==> src/hw/rtl/multi_channel_periodic_timer_core_defines.svh <==
// Assertion macros for the periodic timer core.
// Used by mcpt_ctrl; expects clk and rst_n in scope.
`ifndef MULTI_CHANNEL_PERIODIC_TIMER_CORE_DEFINES_SVH
`define MULTI_CHANNEL_PERIODIC_TIMER_CORE_DEFINES_SVH

// checked only while out of reset
`define MCPT_ASSERT(lbl, prop, msg) \
  lbl: assert property (@(posedge clk) disable iff (!rst_n) prop) else $error(msg);

// checked at every edge, reset included
`define MCPT_ASSERT_ALWAYS(lbl, prop, msg) \
  lbl: assert property (@(posedge clk) prop) else $error(msg);

`endif

==> src/hw/rtl/mcpt_pkg.sv <==
// Shared types and codes for the periodic timer core.
// No dependencies.
`default_nettype none

package mcpt_pkg;

  localparam int unsigned CHANNELS_DEF = 16;
  localparam int unsigned FUNC_W       = 3;
  localparam int unsigned CH_W         = 6;
  localparam int unsigned CNT_W        = 31;
  localparam int unsigned USED_W       = 7;
  localparam int unsigned EV_W         = 2;

  typedef enum logic [FUNC_W-1:0] {
    FN_TICK   = 3'd0,
    FN_ADD    = 3'd1,
    FN_DELETE = 3'd2,
    FN_STOP   = 3'd3,
    FN_START  = 3'd4,
    FN_NEWIV  = 3'd5
  } func_t;

  typedef enum logic [EV_W-1:0] {
    EV_ACK    = 2'd0,
    EV_FIRE   = 2'd1,
    EV_NOFIRE = 2'd2
  } event_t;

  // one timer channel as held in a cell
  typedef struct packed {
    logic             occ;
    logic             run;
    logic [CNT_W-1:0] reload;
    logic [CNT_W-1:0] remain;
  } chan_t;

  typedef struct packed {
    logic [EV_W-1:0]   event_res;
    logic [CH_W-1:0]   channel;
    logic              ok;
    logic              channel_running;
    logic [USED_W-1:0] used_count;
    logic              last;
  } res_t;

endpackage

`default_nettype wire

==> src/hw/rtl/mcpt_cell.sv <==
// One timer channel register in the rotating ring.
// Depends on mcpt_pkg.
`default_nettype none

module mcpt_cell (
  input  wire logic           clk,
  input  wire logic           rst_n,
  input  wire logic           shift_en,
  input  wire mcpt_pkg::chan_t d,
  output mcpt_pkg::chan_t     q
);
  import mcpt_pkg::*;

  logic             occ_r;
  logic             run_r;
  logic [CNT_W-1:0] reload_r;
  logic [CNT_W-1:0] remain_r;

  always_ff @(posedge clk) begin
    if (!rst_n) begin
      occ_r <= 1'b0;
      run_r <= 1'b0;
    end else if (shift_en) begin
      occ_r <= d.occ;
      run_r <= d.run;
    end
  end

  // counts of a free channel are never looked at, so they need no reset
  always_ff @(posedge clk) begin
    if (shift_en) begin
      reload_r <= d.reload;
      remain_r <= d.remain;
    end
  end

  assign q = {occ_r, run_r, reload_r, remain_r};

endmodule

`default_nettype wire

==> src/hw/rtl/mcpt_ctrl.sv <==
// Sequencer, head-of-ring update logic and result register.
// Depends on mcpt_pkg and the assertion macro header.
`default_nettype none
`include "multi_channel_periodic_timer_core_defines.svh"

module mcpt_ctrl #(
  parameter int unsigned CHANNELS = mcpt_pkg::CHANNELS_DEF
) (
  input  wire logic                          clk,
  input  wire logic                          rst_n,
  input  wire logic                          in_valid,
  output logic                               in_ready,
  input  wire logic [mcpt_pkg::FUNC_W-1:0]   in_func,
  input  wire logic [mcpt_pkg::CH_W-1:0]     in_handle,
  input  wire logic [mcpt_pkg::CNT_W-1:0]    in_interval,
  output logic                               out_valid,
  input  wire logic                          out_ready,
  output mcpt_pkg::res_t                     out_res,
  input  wire mcpt_pkg::chan_t               head,
  output mcpt_pkg::chan_t                    tail,
  output logic                               shift_en
);
  import mcpt_pkg::*;

  localparam int unsigned SW = (CHANNELS > 1) ? $clog2(CHANNELS) : 1;

  typedef enum logic [2:0] {
    ST_IDLE = 3'b001,
    ST_WALK = 3'b010,
    ST_FIN  = 3'b100
  } state_t;

  state_t            state_r, state_nxt;
  logic [SW-1:0]     step_r, step_nxt;
  logic [FUNC_W-1:0] func_r;
  logic [CH_W-1:0]   handle_r;
  logic [CNT_W-1:0]  iv_r;
  logic              inr_r;
  logic [USED_W-1:0] used_r, used_nxt;
  logic              found_r, found_nxt;
  logic [CH_W-1:0]   found_ch_r, found_ch_nxt;
  logic              hit_ok_r, hit_ok_nxt;
  logic              hit_run_r, hit_run_nxt;
  logic              pend_r, pend_nxt;
  logic [CH_W-1:0]   pend_ch_r, pend_ch_nxt;
  logic              out_valid_r, out_valid_nxt;
  res_t              out_r, out_nxt;

  logic            accept, out_free, fire, advance, hit, last_step;
  logic [CH_W-1:0] step_ch;
  res_t            fin_res;

  assign accept    = in_valid && in_ready;
  assign out_free  = !out_valid_r || out_ready;
  assign step_ch   = CH_W'(step_r);
  assign hit       = inr_r && (step_ch == handle_r);
  assign last_step = (step_r == SW'(CHANNELS - 1));
  assign in_ready  = (state_r == ST_IDLE);

  // head update: the channel at the head of the ring is channel step_r
  always_comb begin
    tail        = head;
    fire        = 1'b0;
    used_nxt    = used_r;
    found_nxt   = found_r;
    found_ch_nxt = found_ch_r;
    hit_ok_nxt  = hit_ok_r;
    hit_run_nxt = hit_run_r;
    unique case (func_r)
      FN_TICK: begin
        if (head.occ && head.run) begin
          if (head.remain > CNT_W'(1)) begin
            tail.remain = head.remain - CNT_W'(1);
          end else begin
            tail.remain = head.reload;
            fire        = 1'b1;
          end
        end
      end
      FN_ADD: begin
        if (!head.occ && !found_r) begin
          tail.occ     = 1'b1;
          tail.run     = 1'b1;
          tail.reload  = iv_r;
          tail.remain  = iv_r;
          found_nxt    = 1'b1;
          found_ch_nxt = step_ch;
          used_nxt     = used_r + USED_W'(1);
        end
      end
      FN_DELETE: begin
        if (hit) begin
          tail        = '0;
          hit_ok_nxt  = 1'b1;
          hit_run_nxt = 1'b0;
          if (head.occ && (used_r != '0)) begin
            used_nxt = used_r - USED_W'(1);
          end
        end
      end
      FN_STOP: begin
        if (hit) begin
          tail.run    = 1'b0;
          hit_ok_nxt  = 1'b1;
          hit_run_nxt = 1'b0;
        end
      end
      FN_START: begin
        if (hit) begin
          hit_ok_nxt  = head.occ;
          hit_run_nxt = head.run;
          if (head.occ && !head.run) begin
            tail.remain = head.reload;
            tail.run    = 1'b1;
            hit_run_nxt = 1'b1;
          end
        end
      end
      FN_NEWIV: begin
        if (hit) begin
          hit_ok_nxt  = head.occ;
          hit_run_nxt = head.run;
          if (head.occ) begin
            tail.reload = iv_r;
            tail.remain = iv_r;
            tail.run    = 1'b1;
            hit_run_nxt = 1'b1;
          end
        end
      end
      default: begin
      end
    endcase
  end

  // a second firing channel can only move on once the held one leaves
  assign advance  = !(fire && pend_r) || out_free;
  assign shift_en = (state_r == ST_WALK) && advance;

  always_comb begin
    fin_res            = '0;
    fin_res.used_count = used_r;
    fin_res.last       = 1'b1;
    fin_res.event_res  = EV_ACK;
    fin_res.channel    = handle_r;
    priority if (func_r == FN_TICK) begin
      fin_res.ok = 1'b1;
      if (pend_r) begin
        fin_res.event_res       = EV_FIRE;
        fin_res.channel         = pend_ch_r;
        fin_res.channel_running = 1'b1;
      end else begin
        fin_res.event_res = EV_NOFIRE;
        fin_res.channel   = '0;
      end
    end else if (func_r == FN_ADD) begin
      fin_res.ok              = found_r;
      fin_res.channel_running = found_r;
      fin_res.channel         = found_r ? found_ch_r : '0;
    end else if (inr_r && (func_r <= FN_NEWIV)) begin
      fin_res.ok              = hit_ok_r;
      fin_res.channel_running = hit_run_r;
    end else begin
      fin_res.ok              = 1'b0;
      fin_res.channel_running = 1'b0;
    end
  end

  always_comb begin
    state_nxt     = state_r;
    step_nxt      = step_r;
    pend_nxt      = pend_r;
    pend_ch_nxt   = pend_ch_r;
    out_nxt       = out_r;
    out_valid_nxt = out_valid_r && !out_ready;
    unique case (state_r)
      ST_IDLE: begin
        if (accept) begin
          state_nxt = ST_WALK;
          step_nxt  = '0;
          pend_nxt  = 1'b0;
        end
      end
      ST_WALK: begin
        if (advance) begin
          if (fire) begin
            if (pend_r) begin
              out_nxt                 = '0;
              out_nxt.event_res       = EV_FIRE;
              out_nxt.channel         = pend_ch_r;
              out_nxt.ok              = 1'b1;
              out_nxt.channel_running = 1'b1;
              out_nxt.used_count      = used_r;
              out_nxt.last            = 1'b0;
              out_valid_nxt           = 1'b1;
            end
            pend_nxt    = 1'b1;
            pend_ch_nxt = step_ch;
          end
          if (last_step) begin
            state_nxt = ST_FIN;
          end else begin
            step_nxt = step_r + SW'(1);
          end
        end
      end
      ST_FIN: begin
        if (out_free) begin
          out_nxt       = fin_res;
          out_valid_nxt = 1'b1;
          pend_nxt      = 1'b0;
          state_nxt     = ST_IDLE;
        end
      end
      default: state_nxt = ST_IDLE;
    endcase
  end

  always_ff @(posedge clk) begin
    if (!rst_n) begin
      state_r     <= ST_IDLE;
      step_r      <= '0;
      used_r      <= '0;
      pend_r      <= 1'b0;
      out_valid_r <= 1'b0;
      found_r     <= 1'b0;
      hit_ok_r    <= 1'b0;
      hit_run_r   <= 1'b0;
    end else begin
      state_r     <= state_nxt;
      step_r      <= step_nxt;
      pend_r      <= pend_nxt;
      out_valid_r <= out_valid_nxt;
      if (accept) begin
        found_r   <= 1'b0;
        hit_ok_r  <= 1'b0;
        hit_run_r <= 1'b0;
      end else if (shift_en) begin
        used_r    <= used_nxt;
        found_r   <= found_nxt;
        hit_ok_r  <= hit_ok_nxt;
        hit_run_r <= hit_run_nxt;
      end
    end
  end

  always_ff @(posedge clk) begin
    pend_ch_r <= pend_ch_nxt;
    out_r     <= out_nxt;
    if (accept) begin
      func_r   <= in_func;
      handle_r <= in_handle;
      iv_r     <= in_interval;
      inr_r    <= ({1'b0, in_handle} < (CH_W + 1)'(CHANNELS));
    end
    if (shift_en) begin
      found_ch_r <= found_ch_nxt;
    end
  end

  assign out_valid = out_valid_r;
  assign out_res   = out_r;

  `MCPT_ASSERT(a_used_bound, (used_r <= USED_W'(CHANNELS)), "used count beyond bank size")
  `MCPT_ASSERT(a_walk_hold, (state_r == ST_WALK && !advance) |=> $stable(step_r),
               "ring moved during output stall")
  `MCPT_ASSERT(a_pend_idle, (state_r == ST_IDLE) |-> !pend_r, "held fire left over at idle")
  `MCPT_ASSERT_ALWAYS(a_rst_idle, (!rst_n) |=> (state_r == ST_IDLE && !out_valid_r),
                      "sequencer not idle after reset")

endmodule

`default_nettype wire

==> src/hw/rtl/multi_channel_periodic_timer_core.sv <==
// Channel     | Signals                                   | Handshake
// in          | in_func, in_handle, in_interval           | in_valid / in_ready
// out         | out_event_res, out_channel, out_ok,       | out_valid / out_ready
//             | out_channel_running, out_used_count, out_last
//
// Every transaction walks the ring of CHANNELS cells once, one cell per cycle unless the
// walk is stalled as described below, through the single head update unit.
// Reset frees every channel at once; no clearing pass.
// A tick with several firing channels stalls the walk while out_ready is low and a
// second fire result is waiting behind the output register.
// Depends on mcpt_pkg, mcpt_cell and mcpt_ctrl.
`default_nettype none

module multi_channel_periodic_timer_core #(
  parameter int unsigned CHANNELS = mcpt_pkg::CHANNELS_DEF
) (
  input  wire logic                           clk,
  input  wire logic                           rst_n,
  input  wire logic                           in_valid,
  output logic                                in_ready,
  input  wire logic [mcpt_pkg::FUNC_W-1:0]    in_func,
  input  wire logic [mcpt_pkg::CH_W-1:0]      in_handle,
  input  wire logic [mcpt_pkg::CNT_W-1:0]     in_interval,
  output logic                                out_valid,
  input  wire logic                           out_ready,
  output logic [mcpt_pkg::EV_W-1:0]           out_event_res,
  output logic [mcpt_pkg::CH_W-1:0]           out_channel,
  output logic                                out_ok,
  output logic                                out_channel_running,
  output logic [mcpt_pkg::USED_W-1:0]         out_used_count,
  output logic                                out_last
);
  import mcpt_pkg::*;

  chan_t cell_q [CHANNELS];
  chan_t tail;
  logic  shift_en;
  res_t  res;

  // cell i takes from cell i+1; the last cell takes the updated head
  for (genvar i = 0; i < CHANNELS; i++) begin : g_cell
    chan_t d;
    if (i == CHANNELS - 1) begin : g_end
      assign d = tail;
    end else begin : g_mid
      assign d = cell_q[i+1];
    end
    mcpt_cell u_cell (
      .clk      (clk),
      .rst_n    (rst_n),
      .shift_en (shift_en),
      .d        (d),
      .q        (cell_q[i])
    );
  end

  mcpt_ctrl #(
    .CHANNELS (CHANNELS)
  ) u_ctrl (
    .clk         (clk),
    .rst_n       (rst_n),
    .in_valid    (in_valid),
    .in_ready    (in_ready),
    .in_func     (in_func),
    .in_handle   (in_handle),
    .in_interval (in_interval),
    .out_valid   (out_valid),
    .out_ready   (out_ready),
    .out_res     (res),
    .head        (cell_q[0]),
    .tail        (tail),
    .shift_en    (shift_en)
  );

  assign out_event_res       = res.event_res;
  assign out_channel         = res.channel;
  assign out_ok              = res.ok;
  assign out_channel_running = res.channel_running;
  assign out_used_count      = res.used_count;
  assign out_last            = res.last;

endmodule

`default_nettype wire
==> config.mk <==
export PLATFORM = sky130hd
export DESIGN_NAME = multi_channel_periodic_timer_core
export DESIGN_NICKNAME = d
export VERILOG_FILES = /design/src/hw/rtl/mcpt_pkg.sv /design/src/hw/rtl/mcpt_cell.sv /design/src/hw/rtl/mcpt_ctrl.sv /design/src/hw/rtl/multi_channel_periodic_timer_core.sv
export VERILOG_INCLUDE_DIRS = /design/src /design/src/hw/rtl
export SDC_FILE = /design/constraint.sdc
export NUM_CORES = 1
export LEC_CHECK = 0
export BUFFER_PORTS_ARGS = -buffer_cell sky130_fd_sc_hd__buf_4
export CORE_MARGIN = 2
export CORE_UTILIZATION = 45
export DETAILED_ROUTE_END_ITERATION = 16
export PLACE_DENSITY_LB_ADDON = 0.05
export SETUP_SLACK_MARGIN = 0.5
export SLEW_MARGIN = 20
export SYNTH_ARGS = -nofsm -noshare
export SYNTH_HDL_FRONTEND = slang
export SYNTH_SLANG_ARGS = --single-unit
==> constraint.sdc <==
create_clock -name clk -period 6.8 [get_ports clk]
set_input_delay 0.68 -clock clk [delete_from_list [all_inputs] [get_ports clk]]
set_output_delay 0.68 -clock clk [all_outputs]
set_load 0.02 [all_outputs]
# Word level (Yosys, flattened, before mapping)
# Index checks and enable logic that the tools add are counted.
[classes] add_sub_neg=4 order_cmp=3 eq_ne=24 mux=62 bitwise=2 reduce_logical=38
[ops] cell="31-bit case mux with 5 select lines" count=1
[ops] cell="64-bit two-way mux" count=2
[ops] cell="63-bit two-way mux" count=2
[ops] cell="31-bit two-way mux" count=4
[ops] cell="31-bit case mux with 3 select lines" count=1
[ops] cell="18-bit two-way mux" count=4
[ops] cell="18-bit case mux with 2 select lines" count=1
[ops] cell="31-bit by 1-bit greater-than comparator with 1-bit output (second input constant)" count=1
[ops] cell="31-bit by 1-bit subtractor with 31-bit output (second input constant)" count=1
[ops] cell="2-bit by 1-bit inequality test with 1-bit output (second input constant)" count=12
[ops] cell="1-bit two-way mux" count=21
[ops] cell="7-bit two-way mux" count=3
[ops] cell="4-bit two-way mux" count=4
[ops] cell="8-bit two-way mux" count=2
[ops] cell="5-bit AND reduction" count=3
[ops] cell="7-bit case mux with 2 select lines" count=1
[ops] cell="3-bit two-way mux" count=4
[ops] cell="4-bit AND reduction" count=3
[ops] cell="1-bit logical AND" count=10
[ops] cell="3-bit by 2-bit equality test with 1-bit output (second input constant)" count=3
[ops] cell="3-bit equality test (second input constant)" count=3
[ops] cell="3-bit case mux with 3 select lines" count=1
[ops] cell="4-bit case mux with 2 select lines" count=1
[ops] cell="2-bit nonzero test" count=4
[ops] cell="other kinds (23)" count=41
[word_totals] regBits=1110 output_inout_bits=20

# Longest topological paths before layout
[logic_depth] word_depth=9 mapped_depth=11 depth_no_buf=9

# Modules after synthesis
# Synthesis repeated with hierarchy kept, for this count alone.
[unflattened] hier_cells=1831 hier_area_um2=37384.6
[by_module_without_submodules] module="mcpt_cell" n_inst=16 cells_per_inst=70 area_each_um2=1949.4 seq_area_each_um2=1901.8
[by_module_without_submodules] module="mcpt_ctrl" n_inst=1 cells_per_inst=711 area_each_um2=6194.7 seq_area_each_um2=2392.3

# Least setup slack after synthesis
# OpenSTA, ideal clock, no wires.
[synth_timing] path_type="register to register" from="register g_cell[0].u_cell.remain_r[0]" to="register g_cell[0].u_cell.reload_r[0] (enable)" setup_time_ns=0.586 arrival_ns=6.086 slack_ns=0.128 path_stages_with_launch=9 cell_sequence="edfxtp_1 > ha_1 > nor2b_1 > o21ai_2 > or3_1 > buf_2 > o21ai_4 > inv_4 > buf_6"
[synth_via] elab_chain_cells=8
[synth_rtl] item="start, declared" line_no="mcpt_cell.sv:17" text="logic [CNT_W-1:0] remain_r;"
[synth_rtl] item="start signal, assigned" line_no="mcpt_cell.sv:33" text="remain_r <= d.remain;"
[synth_rtl] item="31-bit by 1-bit greater-than comparator with 1-bit output" line_no="mcpt_ctrl.sv:72" text="if (head.remain > CNT_W'(1)) begin"
[synth_rtl] item="1-bit two-way mux" line_no="mcpt_ctrl.sv:72"
[synth_rtl] item="1-bit two-way mux" line_no="mcpt_ctrl.sv:71" text="if (head.occ && head.run) begin"
[synth_rtl] item="1-bit two-way mux" line_no="mcpt_ctrl.sv:69" text="unique case (func_r)"
[synth_rtl] item="1-bit logical AND" line_no="mcpt_ctrl.sv:137" text="assign advance = !(fire && pend_r) || out_free;"
[synth_rtl] item="1-bit zero test" line_no="mcpt_ctrl.sv:137"
[synth_rtl] item="1-bit logical OR" line_no="mcpt_ctrl.sv:137"
[synth_rtl] item="1-bit logical AND" line_no="mcpt_ctrl.sv:138" text="assign shift_en = (state_r == ST_WALK) && advance;"
[synth_rtl] item="end signal, assigned" line_no="mcpt_cell.sv:32" text="reload_r <= d.reload;"
[synth_rtl] item="end, declared" line_no="mcpt_cell.sv:16" text="logic [CNT_W-1:0] reload_r;"
# Every way passes these cells.
# A chain may end at the register's enable or synchronous reset.

# Worst setup path in the final report
[layout_timing] from="register g_cell[0].u_cell.remain_r[23]" to="register g_cell[13].u_cell.remain_r[13] (enable)"
[layout_via] elab_chain_cells=8
[layout_rtl] item="31-bit by 1-bit greater-than comparator with 1-bit output" line_no="mcpt_ctrl.sv:72"
[layout_rtl] item="1-bit two-way mux" line_no="mcpt_ctrl.sv:72"
[layout_rtl] item="1-bit two-way mux" line_no="mcpt_ctrl.sv:71"
[layout_rtl] item="1-bit two-way mux" line_no="mcpt_ctrl.sv:69"
[layout_rtl] item="1-bit logical AND" line_no="mcpt_ctrl.sv:137"
[layout_rtl] item="1-bit zero test" line_no="mcpt_ctrl.sv:137"
[layout_rtl] item="1-bit logical OR" line_no="mcpt_ctrl.sv:137"
[layout_rtl] item="1-bit logical AND" line_no="mcpt_ctrl.sv:138"
[layout_rtl] item="end signal, assigned" line_no="mcpt_cell.sv:33"
[layout_rtl] item="end, declared" line_no="mcpt_cell.sv:17"
# Every way passes these cells.

==> reports/qor.csv <==
stage,metric,value,unit
synthesis,Post-synth EDFFs,1059,
synthesis,"top cells by count, synth","edfxtp_1, nand2_1, a21oi_1",
sta,endpoints failing setup,0,
synthesis,largest cells by area after synthesis,"edfxtp_1, dfxtp_1, nand2_1",
sta,Final Hold Fails,0,
power,clock power share,43.5,%
global_routing,grt total ovfl,0,
power,Net Sw Frac,19.8,%
final_layout,nets@finish,2092,
place,number of I/O port buffers,63,
global_routing,largest net degree at the start of global routing,199,
die,Initial Utilization,45.5,%
sta,RSZ-0062 raised after global routing,false,
setup_path,CP Data Arrival Time,4.32,ns
clock_network,CTS Buf Count,112,
drt,final WL,70600,µm
clock_network,Max clock buf depth,3,
clock_network,# Post-CTS Setup Buffers,0,
setup_path,crit path to,g_cell[13].u_cell.remain_r[13]$_DFFE_PN_,
worst_hold_path,Hold Path Class,in -> reg,
sta,PnR worst setup slack,2.75,ns
sta,Worst Tran Pin Value,1.13,ns
final_layout,ratio of cells with drive above 1 in the final layout,13.3,%
die,die footprint,85500,µm²
setup_path,R2R Path Start,g_cell[0].u_cell.remain_r[23]$_DFFE_PN_,
setup_path,Crit path required time,7.07,ns
drt,drt wl/cell,22.0,µm
clock_network,Clock Latency Late Sink,0.66,ns
drt,Antenna Violating Nets Remaining,0,
synthesis,Post-Synthesis Cells,1896,
clock_network,"CTS clk-pin slew, worst paths",0.06,ns
setup_path,R2R setup slack,2.75,ns
setup_path,R2R cell count,7,
setup_path,Critical Path Sink Type,flop,
setup_path,Worst setup SP type,flop,
power,Logic pwr share,1.9,%
setup_path,Setup crit start,g_cell[0].u_cell.remain_r[23]$_DFFE_PN_,
drt,First-pass DRT Iterations,5,
global_routing,Tot GR Track Use,16.6,%
place,detailed placement HPWL,42200,µm
synthesis,top_reg_cell synth,edfxtp_1,
drt,routed vias/inst,5.32,
die,I/O pin count,64,
clock_network,"Hold-fix buffers, CTS",0,
clock_network,Resized Gates After CTS,0,
power,Internal,0.0112,W
sta,hold slack final,0.198,ns
power,Cell Pwr Density,325,nW/µm²
worst_hold_path,hold_sp,in_interval[5],
global_routing,initial antenna violation count,5,
synthesis,yosys warns,0,
sta,Max-slew headroom,24.1,%
die,Core ar.,82200,µm²
drt,# DRC,0,
die,FP Rows,105,
power,Sequential Power Share,54.7,%
synthesis,area of the mapped netlist,37400,µm²
clock_network,CTS root buffer,clkbuf_16,
die,die width,292,µm
drt,Starting DRT DRC Count,1867,
synthesis,most frequent cell after synthesis,edfxtp_1,
sta,Clock Skew,0.0356,ns
setup_path,RR Endpoint,g_cell[13].u_cell.remain_r[13]$_DFFE_PN_,
drt,via count,17100,
place,Routability Congestion,0.880,
power,Tot Pwr,0.0139,W
status,status,completed,
place,dpl ws,2.80,ns
sta,final worst path period need,4.05,ns
synthesis,"Seq/Total Area, Yosys",87.7,%
setup_path,crit path kind,reg -> reg,
final_layout,area delta synth->final,14.7,%
sta,setup TNS,0,ns
synthesis,synth unique cells,80,
power,Leak,13.7,nW
synthesis,Yosys top cell area share,85.0,%
synthesis,number of synthesized register bits,1110,
synthesis,syn_area_per_cell,19.7,µm²
place,placed instance count,2995,
clock_network,CTS tree,built,
job,max-cap viol count,0,
sta,Peak Freq,247,MHz
power,VDD IR max,0.238,mV
clock_network,Clock Sinks,1110,
final_layout,Finished Layout Cells,3207,
synthesis,Synth async-reset ratio,0,%
setup_path,CP Max Fanout,160,
sta,max-slew violation count,0,
die,chip height,292,µm
clock_network,Clock H-tree levels,3,
synthesis,largest area contributor in the netlist,edfxtp_1,
synthesis,Mapped Nets,1949,
global_routing,vias in the first global route,16900,
global_routing,first-pass GRT wire length,106000,µm
sta,fin crit share,59.6,%
power,switching pwr,0.00276,W
-- worst min path at each step --
stage,end,slack [ns],cells after the start
finish,u_ctrl.iv_r[5]$_DFFE_PP_,0.20,1
global route,u_ctrl.iv_r[5]$_DFFE_PP_,0.15,1
CTS,u_ctrl.iv_r[28]$_DFFE_PP_,0.15,1
floorplan,g_cell[0].u_cell.reload_r[0]$_DFFE_PN_,0.40,0
detailed placement,g_cell[0].u_cell.reload_r[5]$_DFFE_PN_,0.40,0
global placement,g_cell[8].u_cell.reload_r[25]$_DFFE_PN_,0.40,0
-- registers in the layout (all words and copies together) (netlist names), 3 cells and up --
| register | flops |
|---|---|
| g_cell.u_cell.occ_r | 16 |
| u_ctrl.handle_r | 6 |
| g_cell.u_cell.run_r | 16 |
| u_ctrl.func_r | 3 |
| u_ctrl.pend_ch_r | 4 |
| u_ctrl.step_r | 4 |
| u_ctrl.state_r | 3 |
| u_ctrl.found_ch_r | 4 |
| u_ctrl.out_res | 18 |
| g_cell.u_cell.remain_r | 496 |
| u_ctrl.used_r | 7 |
| u_ctrl.iv_r | 31 |
| g_cell.u_cell.reload_r | 496 |
-- cells in the final DEF (no fill, tap or decap), types with 12 or more instances in the layout --
cell / n
a21oi_1: 74
clkinv_1: 36
clkbuf_16: 114
o21ai_0: 65
nand3_1: 46
edfxtp_1: 1059
or3_1: 12
nand2_1: 156
inv_1: 15
a21o_1: 12
clkbuf_1: 17
xnor2_1: 15
nor3_1: 23
a22o_1: 29
nand4_1: 14
bufinv_16: 13
o31ai_1: 12
dfxtp_1: 51
clkinv_2: 19
nor2_1: 55
o211ai_1: 17
and3_1: 13
buf_4: 86
-- cell type report --
type                    instances  area [µm²]
fillers                      6564       39300
flip-flops and latches       1110       32800
multi-input cells             708        4270
clock buffers                 131        2920
well taps                    1070        1340
clock inverters                80         752
repair buffers                 90         717
inverters                      17        80.1
diodes                          1        2.50
-- worst max-delay path: stages (launching register included) --
cell	delay (ns)
edfxtp_1	0.44
nor3_1	0.53
nand4_2	0.37
or3_1	0.51
o21ai_4	0.16
buf_4	0.42
inv_16	0.24
buf_4	0.64
-- power by group through the flow --
stage          Sequential [W]  Clock (W)  Combinational [W]
3_3_place_gp          0.00776          0           0.000261
2_1_floorplan         0.00774          0           0.000162
6_report              0.00762    0.00606           0.000262
5_1_grt               0.00763    0.00652           0.000287
3_5_place_dp          0.00777          0           0.000265
4_1_cts               0.00762    0.00625           0.000266
-- cell families (layout without fill, tap and decap cells) --
group / Yosys count / count (layout) / share of synthesized area (%)
AO/OA/AOI/OAI: 288 / 288 / 5.16
adder cells (fa/ha/maj): 9 / 9 / 0.321
AND/OR/NAND/NOR: 380 / 380 / 5.05
other: 0 / 1 / 0
flip-flops: 1110 / 1110 / 87.7
multiplexers: 13 / 13 / 0.378
buffers and inverters: 78 / 318 / 0.933
XOR/XNOR: 18 / 18 / 0.421
-- metrics by stage --
stage | utilization (%) | instance area (µm²)
6_report | 52.2 | 42900
4_1_cts | 52.2 | 42900
3_3_place_gp | 47.7 | 39200
5_1_grt | 52.2 | 42900
3_5_place_dp | 47.7 | 39200
2_1_floorplan | - | 37400
-- layer usage --
metal	up-vias	track usage (%)	routed length, µm
met5	-	0	0
met4	0	7.85	3250
met3	175	3.13	3590
met2	449	24.2	31500
met1	8652	24.2	32200
li1	7793	-	-
No activity file was read; power rests on OpenSTA's default activity.
